--- config.mk ---
export PLATFORM = sky130hd
export DESIGN_NAME = heading_pid_four_motor_mixer
export DESIGN_NICKNAME = d
export VERILOG_FILES = /design/src/rtl/core/hpmix_pkg.sv /design/src/rtl/core/heading_pid_four_motor_mixer.sv
export SDC_FILE = /design/constraint.sdc
export NUM_CORES = 2
export LEC_CHECK = 0
export BUFFER_PORTS_ARGS = -buffer_cell sky130_fd_sc_hd__buf_4
export CAP_MARGIN = 20
export CORE_MARGIN = 3
export CORE_UTILIZATION = 55
export DETAILED_ROUTE_END_ITERATION = 8
export PLACE_DENSITY = 0.71
export SLEW_MARGIN = 20
export SYNTH_ARGS = -nofsm -noshare
export SYNTH_HDL_FRONTEND = slang
export SYNTH_SLANG_ARGS = --single-unit
--- constraint.sdc ---
create_clock -name aclk -period 10.1 [get_ports aclk]
set_input_delay 3.03 -clock aclk [delete_from_list [all_inputs] [get_ports aclk]]
set_output_delay 3.03 -clock aclk [all_outputs]
set_load 0.05 [all_outputs]
--- src/rtl/core/hpmix_pkg.sv ---
`timescale 1ns / 1ps
// ----------------------------------------------------------------------------
// hpmix_pkg
// Shared widths, limits, reset values and register indexes of the heading
// PID controller with its four-motor mixer.
// ----------------------------------------------------------------------------
package hpmix_pkg;

    // Field widths
    localparam int ANGLE_W   = 24;
    localparam int TARGET_W  = 16;
    localparam int BASE_W    = 8;
    localparam int GAIN_W    = 24;
    localparam int ERR_W     = 16;
    localparam int SUM_W     = 8;
    localparam int DUTY_W    = 8;
    localparam int CFG_IDX_W = 3;
    localparam int CFG_DATA_W = 24;

    // Guard bits kept below the sample's own fraction in the smoothed angle.
    localparam int EMA_GUARD = 16;
    localparam int SMOOTH_W  = ANGLE_W + EMA_GUARD;

    // Correction and duties are Q.16 inside the mixer.
    localparam int MIX_FRAC  = 16;

    localparam int ERR_LIMIT = 32767;
    localparam int DUTY_MAX  = 255;
    localparam int EMA_DIV   = 10;

    // Defaults of the top-level parameters
    localparam int DEF_ANGLE_FRAC_BITS = 8;
    localparam int DEF_SUM_LIMIT       = 100;

    // Register reset values
    localparam logic signed [TARGET_W-1:0] RST_TARGET = '0;
    localparam logic [BASE_W-1:0] RST_BASE   = 8'd120;
    localparam logic [GAIN_W-1:0] RST_GAIN_P = 24'd720896;
    localparam logic [GAIN_W-1:0] RST_GAIN_I = 24'd655;
    localparam logic [GAIN_W-1:0] RST_GAIN_D = 24'd360448;

    // Register indexes
    localparam logic [CFG_IDX_W-1:0] REG_TARGET = 3'd0;
    localparam logic [CFG_IDX_W-1:0] REG_BASE   = 3'd1;
    localparam logic [CFG_IDX_W-1:0] REG_GAIN_P = 3'd2;
    localparam logic [CFG_IDX_W-1:0] REG_GAIN_I = 3'd3;
    localparam logic [CFG_IDX_W-1:0] REG_GAIN_D = 3'd4;

endpackage

--- src/rtl/core/heading_pid_four_motor_mixer.sv ---
`timescale 1ns / 1ps
// ----------------------------------------------------------------------------
// heading_pid_four_motor_mixer
// Smooths a heading sample, runs a clamped PID on the heading error and
// mixes the correction into four motor duties.
// ----------------------------------------------------------------------------
//  Channel   Direction  Contents
//  s_axis    in         angle_sample
//  m_axis    out        four duties and the saturated heading error
//  cfg       in         target, base duty and the three gains
//
//  An accepted word runs through the divide by ten of the smoothing filter,
//  in four steps of twelve quotient bits each by reciprocal multiply, then
//  through the shared 25 x 18 multiplier that forms the three PID products,
//  and on to the result register. Reset is synchronous and active low; it
//  clears the filter, integral and previous error and loads the register
//  defaults. s_axis_tready is high only while no word is in work. A finished
//  result waits in the output register, and a new word may be accepted
//  meanwhile; it stalls only at the final step if that result has still not
//  been taken.
// ----------------------------------------------------------------------------
module heading_pid_four_motor_mixer #(
    parameter int ANGLE_FRAC_BITS = hpmix_pkg::DEF_ANGLE_FRAC_BITS,
    parameter int SUM_LIMIT       = hpmix_pkg::DEF_SUM_LIMIT
) (
    input  logic        aclk,
    input  logic        aresetn,

    input  logic        s_axis_tvalid,
    output logic        s_axis_tready,
    input  logic [23:0] s_axis_tdata,   // [23:0] angle_sample

    output logic        m_axis_tvalid,
    input  logic        m_axis_tready,
    // [7:0] duty_front_left, [15:8] duty_front_right, [23:16] duty_back_left,
    // [31:24] duty_back_right, [47:32] heading_error
    output logic [47:0] m_axis_tdata,

    input  logic        cfg_we,
    input  logic [hpmix_pkg::CFG_IDX_W-1:0]  cfg_index,
    input  logic [hpmix_pkg::CFG_DATA_W-1:0] cfg_wdata
);

    localparam int SW  = hpmix_pkg::SMOOTH_W;
    // Numerator of the filter: 9*s plus the widened sample, with sign.
    localparam int NW  = SW + 5;
    localparam int MW  = NW - 1;
    // Long division by ten, one chunk of quotient bits per cycle. Every step
    // divides a value below ten times 2^DIV_CHUNK, which the reciprocal
    // multiply below handles exactly for 16-bit values.
    localparam int DIV_CHUNK = 12;
    localparam int DIV_STEPS = (MW + DIV_CHUNK - 1) / DIV_CHUNK;
    localparam int QPW = DIV_STEPS * DIV_CHUNK;
    localparam int RW  = 4;
    localparam int VW  = RW + DIV_CHUNK;
    localparam int RECIP_SH = 19;
    localparam logic [VW-1:0] RECIP =
        VW'(((1 << RECIP_SH) + hpmix_pkg::EMA_DIV - 1) / hpmix_pkg::EMA_DIV);
    localparam int CNT_W = $clog2(DIV_STEPS + 1);
    localparam int FS  = ANGLE_FRAC_BITS + hpmix_pkg::EMA_GUARD;
    localparam int TW  = hpmix_pkg::TARGET_W + FS;
    localparam int DW  = ((TW > SW) ? TW : SW) + 1;
    localparam int QW  = DW - FS;
    localparam int EW  = hpmix_pkg::ERR_W;
    localparam int DFW = EW + 1;
    localparam int MBW = DFW + 1;
    localparam int MAW = hpmix_pkg::GAIN_W + 1;
    localparam int PW  = MAW + MBW;
    localparam int AW  = PW + 2;
    localparam int CW  = hpmix_pkg::BASE_W + hpmix_pkg::MIX_FRAC + 1;
    localparam int XW  = CW + 1;

    localparam logic signed [QW-1:0]  Q_HI   = QW'(hpmix_pkg::ERR_LIMIT);
    localparam logic signed [QW-1:0]  Q_LO   = -QW'(hpmix_pkg::ERR_LIMIT);
    localparam logic signed [DFW-1:0] SUM_HI = DFW'(SUM_LIMIT);
    localparam logic signed [DFW-1:0] SUM_LO = -DFW'(SUM_LIMIT);
    localparam logic signed [XW-1:0]  DUTY_TOP =
        XW'(hpmix_pkg::DUTY_MAX) <<< hpmix_pkg::MIX_FRAC;

    typedef enum logic [3:0] {
        ST_IDLE, ST_PREP, ST_DIVIDE, ST_STORE, ST_ERROR,
        ST_MUL_P, ST_MUL_I, ST_MUL_D, ST_ACC, ST_CLAMP, ST_MIX
    } state_t;

    // Configuration registers
    logic signed [hpmix_pkg::TARGET_W-1:0] target_reg;
    logic [hpmix_pkg::BASE_W-1:0] base_reg;
    logic [hpmix_pkg::GAIN_W-1:0] gain_p_reg, gain_i_reg, gain_d_reg;

    always_ff @(posedge aclk) begin
        if (!aresetn) begin
            target_reg <= hpmix_pkg::RST_TARGET;
            base_reg   <= hpmix_pkg::RST_BASE;
            gain_p_reg <= hpmix_pkg::RST_GAIN_P;
            gain_i_reg <= hpmix_pkg::RST_GAIN_I;
            gain_d_reg <= hpmix_pkg::RST_GAIN_D;
        end else if (cfg_we) begin
            case (cfg_index)
                hpmix_pkg::REG_TARGET: target_reg <= cfg_wdata[hpmix_pkg::TARGET_W-1:0];
                hpmix_pkg::REG_BASE:   base_reg   <= cfg_wdata[hpmix_pkg::BASE_W-1:0];
                hpmix_pkg::REG_GAIN_P: gain_p_reg <= cfg_wdata[hpmix_pkg::GAIN_W-1:0];
                hpmix_pkg::REG_GAIN_I: gain_i_reg <= cfg_wdata[hpmix_pkg::GAIN_W-1:0];
                hpmix_pkg::REG_GAIN_D: gain_d_reg <= cfg_wdata[hpmix_pkg::GAIN_W-1:0];
                default: ;
            endcase
        end
    end

    state_t state_reg;
    logic signed [SW-1:0] smooth_reg;
    logic signed [hpmix_pkg::SUM_W-1:0] sum_reg;
    logic signed [EW-1:0] last_err_reg;
    logic signed [EW-1:0] err_reg;
    logic signed [DFW-1:0] deriv_reg;
    logic signed [hpmix_pkg::ANGLE_W-1:0] sample_reg;
    logic [QPW-1:0] quo_reg;
    logic [RW-1:0] rem_reg;
    logic neg_reg;
    logic [CNT_W-1:0] cnt_reg;
    logic signed [PW-1:0] prod_reg;
    logic signed [AW-1:0] acc_reg;
    logic signed [CW-1:0] corr_reg;
    logic m_valid_reg;
    logic [47:0] m_data_reg;

    // Filter numerator: 9*s written as 8*s + s.
    logic signed [NW-1:0] s_ext, x_ext, ema_num;
    logic [MW-1:0] ema_mag;
    always_comb begin
        s_ext   = NW'(smooth_reg);
        x_ext   = NW'(sample_reg);
        ema_num = (s_ext <<< 3) + s_ext + (x_ext <<< hpmix_pkg::EMA_GUARD);
        ema_mag = ema_num[NW-1] ? MW'(-ema_num) : ema_num[MW-1:0];
    end

    // One step of the divide by ten: remainder and next chunk of the magnitude.
    logic [VW-1:0] div_val;
    logic [2*VW-1:0] div_prod;
    logic [DIV_CHUNK-1:0] div_q;
    logic [VW-1:0] div_rem;
    always_comb begin
        div_val  = {rem_reg, quo_reg[QPW-1 -: DIV_CHUNK]};
        div_prod = div_val * RECIP;
        div_q    = div_prod[RECIP_SH +: DIV_CHUNK];
        div_rem  = div_val - VW'(div_q) * VW'(hpmix_pkg::EMA_DIV);
    end

    logic signed [SW-1:0] smooth_new;
    assign smooth_new = neg_reg ? -$signed(quo_reg[SW-1:0]) : $signed(quo_reg[SW-1:0]);

    // Error, truncated toward zero and saturated; integral and derivative.
    logic signed [DW-1:0] tgt_ext, diff;
    logic signed [QW-1:0] q_floor, q_trunc;
    logic signed [EW-1:0] err_new;
    logic signed [DFW-1:0] sum_raw, deriv_new;
    logic signed [hpmix_pkg::SUM_W-1:0] sum_new;
    always_comb begin
        tgt_ext = DW'(target_reg) <<< FS;
        diff    = tgt_ext - DW'(smooth_reg);
        q_floor = diff[DW-1:FS];
        q_trunc = q_floor + QW'(diff[DW-1] && (|diff[FS-1:0]));
        if (q_trunc > Q_HI) begin
            err_new = EW'(Q_HI);
        end else if (q_trunc < Q_LO) begin
            err_new = EW'(Q_LO);
        end else begin
            err_new = q_trunc[EW-1:0];
        end
        sum_raw = DFW'(sum_reg) + DFW'(err_new);
        if (sum_raw > SUM_HI) begin
            sum_new = hpmix_pkg::SUM_W'(SUM_HI);
        end else if (sum_raw < SUM_LO) begin
            sum_new = hpmix_pkg::SUM_W'(SUM_LO);
        end else begin
            sum_new = sum_raw[hpmix_pkg::SUM_W-1:0];
        end
        deriv_new = DFW'(err_new) - DFW'(last_err_reg);
    end

    // The shared multiplier: one gain times one PID term per cycle.
    logic signed [MAW-1:0] mul_a;
    logic signed [MBW-1:0] mul_b;
    logic signed [PW-1:0]  mul_p;
    always_comb begin
        case (state_reg)
            ST_MUL_I: begin
                mul_a = $signed({1'b0, gain_i_reg});
                mul_b = MBW'(sum_reg);
            end
            ST_MUL_D: begin
                mul_a = $signed({1'b0, gain_d_reg});
                mul_b = MBW'(deriv_reg);
            end
            default: begin
                mul_a = $signed({1'b0, gain_p_reg});
                mul_b = MBW'(err_reg);
            end
        endcase
        mul_p = mul_a * mul_b;
    end

    // Correction limit and duty mix.
    logic signed [AW-1:0] limit_a;
    logic signed [CW-1:0] corr_new;
    logic signed [XW-1:0] base_q, duty_plus_q, duty_minus_q;
    logic [hpmix_pkg::DUTY_W-1:0] duty_plus, duty_minus, duty_left, duty_right;

    function automatic logic [hpmix_pkg::DUTY_W-1:0] duty_sat(
        input logic signed [XW-1:0] v
    );
        logic [hpmix_pkg::DUTY_W-1:0] r;
        if (v < 0) begin
            r = '0;
        end else if (v > DUTY_TOP) begin
            r = hpmix_pkg::DUTY_W'(hpmix_pkg::DUTY_MAX);
        end else begin
            r = v[hpmix_pkg::MIX_FRAC +: hpmix_pkg::DUTY_W];
        end
        return r;
    endfunction

    always_comb begin
        limit_a = AW'({base_reg, {hpmix_pkg::MIX_FRAC{1'b0}}});
        if (acc_reg > limit_a) begin
            corr_new = CW'(limit_a);
        end else if (acc_reg < -limit_a) begin
            corr_new = CW'(-limit_a);
        end else begin
            corr_new = acc_reg[CW-1:0];
        end
        base_q       = XW'({base_reg, {hpmix_pkg::MIX_FRAC{1'b0}}});
        duty_plus_q  = base_q + XW'(corr_reg);
        duty_minus_q = base_q - XW'(corr_reg);
        duty_plus    = duty_sat(duty_plus_q);
        duty_minus   = duty_sat(duty_minus_q);
        // A positive error steers with the left pair; otherwise with the right.
        duty_left    = (err_reg > 0) ? duty_plus  : duty_minus;
        duty_right   = (err_reg > 0) ? duty_minus : duty_plus;
    end

    assign s_axis_tready = (state_reg == ST_IDLE);
    assign m_axis_tvalid = m_valid_reg;
    assign m_axis_tdata  = m_data_reg;

    always_ff @(posedge aclk) begin
        if (!aresetn) begin
            state_reg    <= ST_IDLE;
            smooth_reg   <= '0;
            sum_reg      <= '0;
            last_err_reg <= '0;
            m_valid_reg  <= 1'b0;
            cnt_reg      <= '0;
        end else begin
            // The final step reloads the output register itself.
            if (m_valid_reg && m_axis_tready && state_reg != ST_MIX) begin
                m_valid_reg <= 1'b0;
            end
            case (state_reg)
                ST_IDLE: begin
                    if (s_axis_tvalid) begin
                        sample_reg <= s_axis_tdata;
                        state_reg  <= ST_PREP;
                    end
                end
                ST_PREP: begin
                    quo_reg   <= QPW'(ema_mag);
                    rem_reg   <= '0;
                    neg_reg   <= ema_num[NW-1];
                    cnt_reg   <= '0;
                    state_reg <= ST_DIVIDE;
                end
                ST_DIVIDE: begin
                    quo_reg <= {quo_reg[QPW-DIV_CHUNK-1:0], div_q};
                    rem_reg <= div_rem[RW-1:0];
                    cnt_reg <= cnt_reg + 1'b1;
                    if (cnt_reg == CNT_W'(DIV_STEPS - 1)) begin
                        state_reg <= ST_STORE;
                    end
                end
                ST_STORE: begin
                    smooth_reg <= smooth_new;
                    state_reg  <= ST_ERROR;
                end
                ST_ERROR: begin
                    err_reg      <= err_new;
                    sum_reg      <= sum_new;
                    deriv_reg    <= deriv_new;
                    last_err_reg <= err_new;
                    state_reg    <= ST_MUL_P;
                end
                ST_MUL_P: begin
                    prod_reg  <= mul_p;
                    state_reg <= ST_MUL_I;
                end
                ST_MUL_I: begin
                    acc_reg   <= AW'(prod_reg);
                    prod_reg  <= mul_p;
                    state_reg <= ST_MUL_D;
                end
                ST_MUL_D: begin
                    acc_reg   <= acc_reg + AW'(prod_reg);
                    prod_reg  <= mul_p;
                    state_reg <= ST_ACC;
                end
                ST_ACC: begin
                    acc_reg   <= acc_reg + AW'(prod_reg);
                    state_reg <= ST_CLAMP;
                end
                ST_CLAMP: begin
                    corr_reg  <= corr_new;
                    state_reg <= ST_MIX;
                end
                ST_MIX: begin
                    if (!m_valid_reg || m_axis_tready) begin
                        m_data_reg  <= {err_reg, duty_right, duty_left,
                                        duty_right, duty_left};
                        m_valid_reg <= 1'b1;
                        state_reg   <= ST_IDLE;
                    end
                end
                default: state_reg <= ST_IDLE;
            endcase
        end
    end

endmodule

### Yosys cells after proc, flatten, opt, wreduce, memory -nomap -nowiden

Index checks and enable logic that the tools add are counted.

* register bits after elaboration: 439
* input bits: 56
* output and inout port bits: 50

* $add $sub $neg: 14
* $mul: 3
* order comparisons: 11
* equal/unequal tests: 19
* mux-type cells: 27
* reduce and logical (&&, ||, !) cells: 26

Operators with widths (number)
* $pmux W48 S2: 1
* $pmux W45 S2: 1
* $mux W8: 8
* $gt A26 B25 Y1 const B: 2
* $lt A26 B1 Y1 const B: 2
* $pmux W24 S2: 1
* $add A44 B40 Y45: 1
* $add A45 B43 Y45: 1
* $gt A45 B25 Y1: 1
* $lt A45 B45 Y1: 1
* $neg A24 Y45: 1
* $add A43 B40 Y44: 1
* $mux W44: 1
* $neg A44 Y44: 1
* $pmux W4 S11: 1
* $mul A25 B18 Y43: 1
* $sub A40 B40 Y41: 1
* $mux W40: 1
* $neg A40 Y40: 1
* $pmux W18 S2: 1
* $mux W16: 2
* $mul A16 B16 Y31 const B: 1
* $add A25 B25 Y26: 1
* $sub A25 B25 Y26: 1
* 37 further kinds: 66

### Depth between registers and ports, before layout

* depth after elaboration: 11
* depth in mapped cells: 35
* gate-level depth less buffers: 34

### Worst setup path before layout

Ideal clock, no wire load.

* kind: register -> register
* start: reg state_reg[0]
* end: reg prod_reg[40], data pin
* library setup time: 0.258 ns
* data arrival time: 7.883 ns
* required time: 9.842 ns
* path slack: 1.959 ns
* stages on the path, launching flop included: 29
* cells stage by stage: dfxtp_1 > clkbuf_1 > clkbuf_1 > buf_1 > a21oi_1 > o21ai_1 > clkbuf_1 > nand2_1 > fa_1 > inv_1 > fa_1 > inv_1 > fa_1 > inv_1 > fa_1 > fa_1 > fa_1 > ha_1 > a21o_1 > a21o_1 > a21oi_1 > o21ai_0 > a211oi_1 > o31ai_1 > o41ai_1 > o2111ai_1 > a21o_1 > a21oi_1 > xnor2_1

* word-level cells in the longest chain between the ends: 3
* elaborated cells between the ends (all ways): 5
* classes of those cells: mul: 1; eq/ne: 2; mux: 2

Ends and longest elaborated chain
* from (decl): line heading_pid_four_motor_mixer.sv:109 `state_t state_reg;`
* from (signal assigned): line heading_pid_four_motor_mixer.sv:247 `state_reg <= ST_IDLE;`
* from (signal assigned): line heading_pid_four_motor_mixer.sv:262 `state_reg <= ST_PREP;`
* from (signal assigned): line heading_pid_four_motor_mixer.sv:270 `state_reg <= ST_DIVIDE;`
* $eq A4 B3 Y1: line heading_pid_four_motor_mixer.sv:185 `case (state_reg)`
* $pmux W24 S2 / $pmux W18 S2 (equally long branches): line heading_pid_four_motor_mixer.sv:185
* $mul A25 B18 Y43 (*): line heading_pid_four_motor_mixer.sv:199 `mul_p = mul_a * mul_b;`
* named net mul_p[40]: line heading_pid_four_motor_mixer.sv:183 `logic signed [PW-1:0] mul_p;`
* to (signal assigned): line heading_pid_four_motor_mixer.sv:292 `prod_reg <= mul_p;`
* to (signal assigned): line heading_pid_four_motor_mixer.sv:297 `prod_reg <= mul_p;`
* to (signal assigned): line heading_pid_four_motor_mixer.sv:302 `prod_reg <= mul_p;`
* to (decl): line heading_pid_four_motor_mixer.sv:120 `logic signed [PW-1:0] prod_reg;`

The timed path passes the listed nets; every way through them passes the cells marked *.
A chain may end at the register's enable or synchronous reset.

### Final worst setup path

* start: reg state_reg[2]
* end: reg prod_reg[40], data pin

Same word-level chain as after synthesis.

==> metrics.txt <==
result of the run=complete, no violations; flip-flop cell with the highest count after synthesis=edfxtp_1; remaining number of nets flagged by the antenna check after routing=0; Tot GR Track Use=28.78%; Congestion Overflow GR=0; count of flip-flops with a built-in enable after synthesis=between 200 and 300; die outline area=~0.090 mm^2; worst slew slack as a fraction of its limit=24.95%; post-CTS setup repair buffer count=0; fraction of final layout cells sized beyond drive strength 1=under 10%; number of buffers created by CTS=49; final-report hold violation count=0; max FFs per register=48; pin count of the biggest net entering global routing=81; actual slew at the worst max-slew pin=1.122 ns; initial antenna violation count=3; I/O pin total=about 110; Critical-path top delay cell=o41ai_1; vias=between 30000 and 40000; clock root buffer=clkbuf_16; compound-gate portion of the synthesized area=14.65%; highest ir drop seen on vdd=472.9 uV; weighted congestion at the end of routability-driven global placement=0.9680; wirelength, routed=around 130000 um; path category of the worst min-delay check=register to register; critical path class=register to register; Floorplan Core Area=0.08541 mm^2; post-synthesis mux area share=1.294%; fraction of the mapped netlist area in adder cells=32.31%; Final Util=about 60%; Initial DRT Pass Iterations=6; drt via density=5.897; register area share after synthesis=a little under a quarter; global-route wire length before repair=206700 um; max-capacitance violation count=0; static leakage power=23.44 nW; HPWL after detailed placement=~100000 um; most used cell along the critical path=fa_1; initial core utilization=55.57%; later-pin clock latency in the skew report=0.65 ns; clock net sink count=423; clock-pin slew reported for the worst setup and hold paths after clock tree synthesis=0.06 ns; final-layout fill cell count=7586; Clock H-tree levels=2; number of buffers inserted for hold repair after clock tree synthesis=0; number of register bits inferred by synthesis=423; Synth top cells by count=737 x nand2_1, 674 x inv_1, 477 x ha_1, 465 x fa_1, 361 x nor2_1; number of buffers between clock root and the deepest sink=3; Resized cells post-CTS=0; area added between synthesis and finish=7.805%; top-count cell post-synth=nand2_1; fin. max-slew vios=0; final setup skew=approximately 0.026 ns; number of instances in the synthesized netlist=about 5300; fraction of synthesis flops using an asynchronous set or reset pin=0%; critical-path maximum fanout=54; post-synth net total=roughly 6300; arrival time of data at the critical path endpoint=9.74 ns; Critical Path Sink Type=register; clock period minus worst slack=9.360 ns; distinct cell type count after synthesis=94; floorplan row count=around 110; Yosys top cell by area=fa_1; vias in the first global route=38400; post-synthesis xor/xnor area fraction=4.534%; simple-gate share of the synthesized area=16.79%; horizontal die dimension=299.8 um; Tcrit/Tclk final=92.67%; highest cell delay on the worst timing path=about 0.71 ns; main combinational cell family by area after synthesis=adder cells; DIE HEIGHT=around 300 um; Wirelength per Cell=19.81 um; Yosys warning total=0; biggest area contributors in the synthesized netlist=fa_1 20%, edfxtp_1 16%, ha_1 13%; sum of negative setup slack=0 ns; areal power density over the cells=252.2 mW/mm^2; fmax=about 0.11 GHz; # nets final=around 6300; fraction of synthesized cell area taken by the top area cell type=19.61%; TritonCTS clock tree=yes; per-instance average area after synthesis=8.946 um^2; cell area after technology mapping=0.04747 mm^2; Worst EP required=10.48 ns; # setup viols final=0; setup repair after global routing missed its margin=no; PortBufs=around 110; final routed DRC violation total=0; DR iter-0 viols=3148; type of origin of the critical path=register
[per-layer routing]
metal	track usage [%]	wire length [um]	up-vias
met4	10.88	4912	0
met3	4.636	9427	270
met2	46.41	59150	1372
li1	-	-	18030
met1	39.18	55280	18660
met5	0	0	-
[per-stage QoR]
stage / area (um^2) / setup slack, ns / hold slack [ns] / cells / power (mW)
6_report: 51170 / 0.7399 / 0.4499 / 6500 / 12.90
3_5_place_dp: 49400 / 0.9123 / 0.4441 / 6406 / 10.91
3_3_place_gp: 49400 / 1.149 / 0.4349 / 6406 / 10.70
2_1_floorplan: 47470 / 1.959 / 0.4251 / 5306 / 8.864
4_1_cts: 51140 / 0.8717 / 0.4534 / 6497 / 12.95
5_1_grt: 51160 / 0.3219 / 0.4739 / 6497 / 14.26
[area by class of cell]
type	instances	area, um^2	area share [%]
repair buffers	172	1304	2.548
clock buffers	69	1458	2.849
well taps	1144	1431	2.797
flip-flops and latches	423	11020	21.54
clock inverters	22	286.5	0.5599
inverters	674	2530	4.944
multi-input cells	3993	33130	64.75
diodes	3	7.507	0.01467
[worst max-delay path, delay by kind of cell, from the launching register on]
| family | cells | cell delay, ns |
|---|---|---|
| fa+ha+maj | 7 | 3.56 |
| xor+xnor | 1 | 0.08 |
| buf+inv | 5 | 1.25 |
| flops | 1 | 0.43 |
| simple gates | 3 | 0.79 |
| compound gates | 12 | 2.96 |
[cell usage in the layout, fill, tap and decap left out, types with 53 or more instances in the layout]
master / instances
dfxtp_1: 167
nor3_1: 107
o21ai_0: 205
a21boi_0: 84
clkbuf_16: 53
ha_1: 477
fa_1: 465
nand3_1: 95
xnor2_1: 143
a21o_1: 85
nand2_1: 737
a21oi_1: 210
nor2_1: 361
edfxtp_1: 255
xor2_1: 99
o21a_1: 77
buf_4: 171
inv_1: 674
[logic make-up after synthesis]
logic type	count (synthesis)
multiplexers	60
flip-flops	423
XOR/XNOR	244
buffers and inverters	890
AO/OA/AOI/OAI	1025
adder cells (fa/ha/maj)	948
AND/OR/NAND/NOR	1716
[power breakdown]
part           switching (mW)  internal (mW)  leakage, nW
logic                    5.06           3.67         18.9
registers               0.138           2.12         3.69
clock network           0.794           1.12        0.852
[path summary, 6_finish.rpt]
kind	start	end	slack, ns	depth (start not counted)
worst max-delay path	state_reg[2]	prod_reg[40]	0.74	28
worst max register to register	state_reg[2]	prod_reg[40]	0.74	28
worst min-delay path	last_err_reg[4]	last_err_reg[4]	0.45	2
worst min register to register	last_err_reg[4]	last_err_reg[4]	0.45	2
Note: power is estimated with default switching activity, not from simulation.
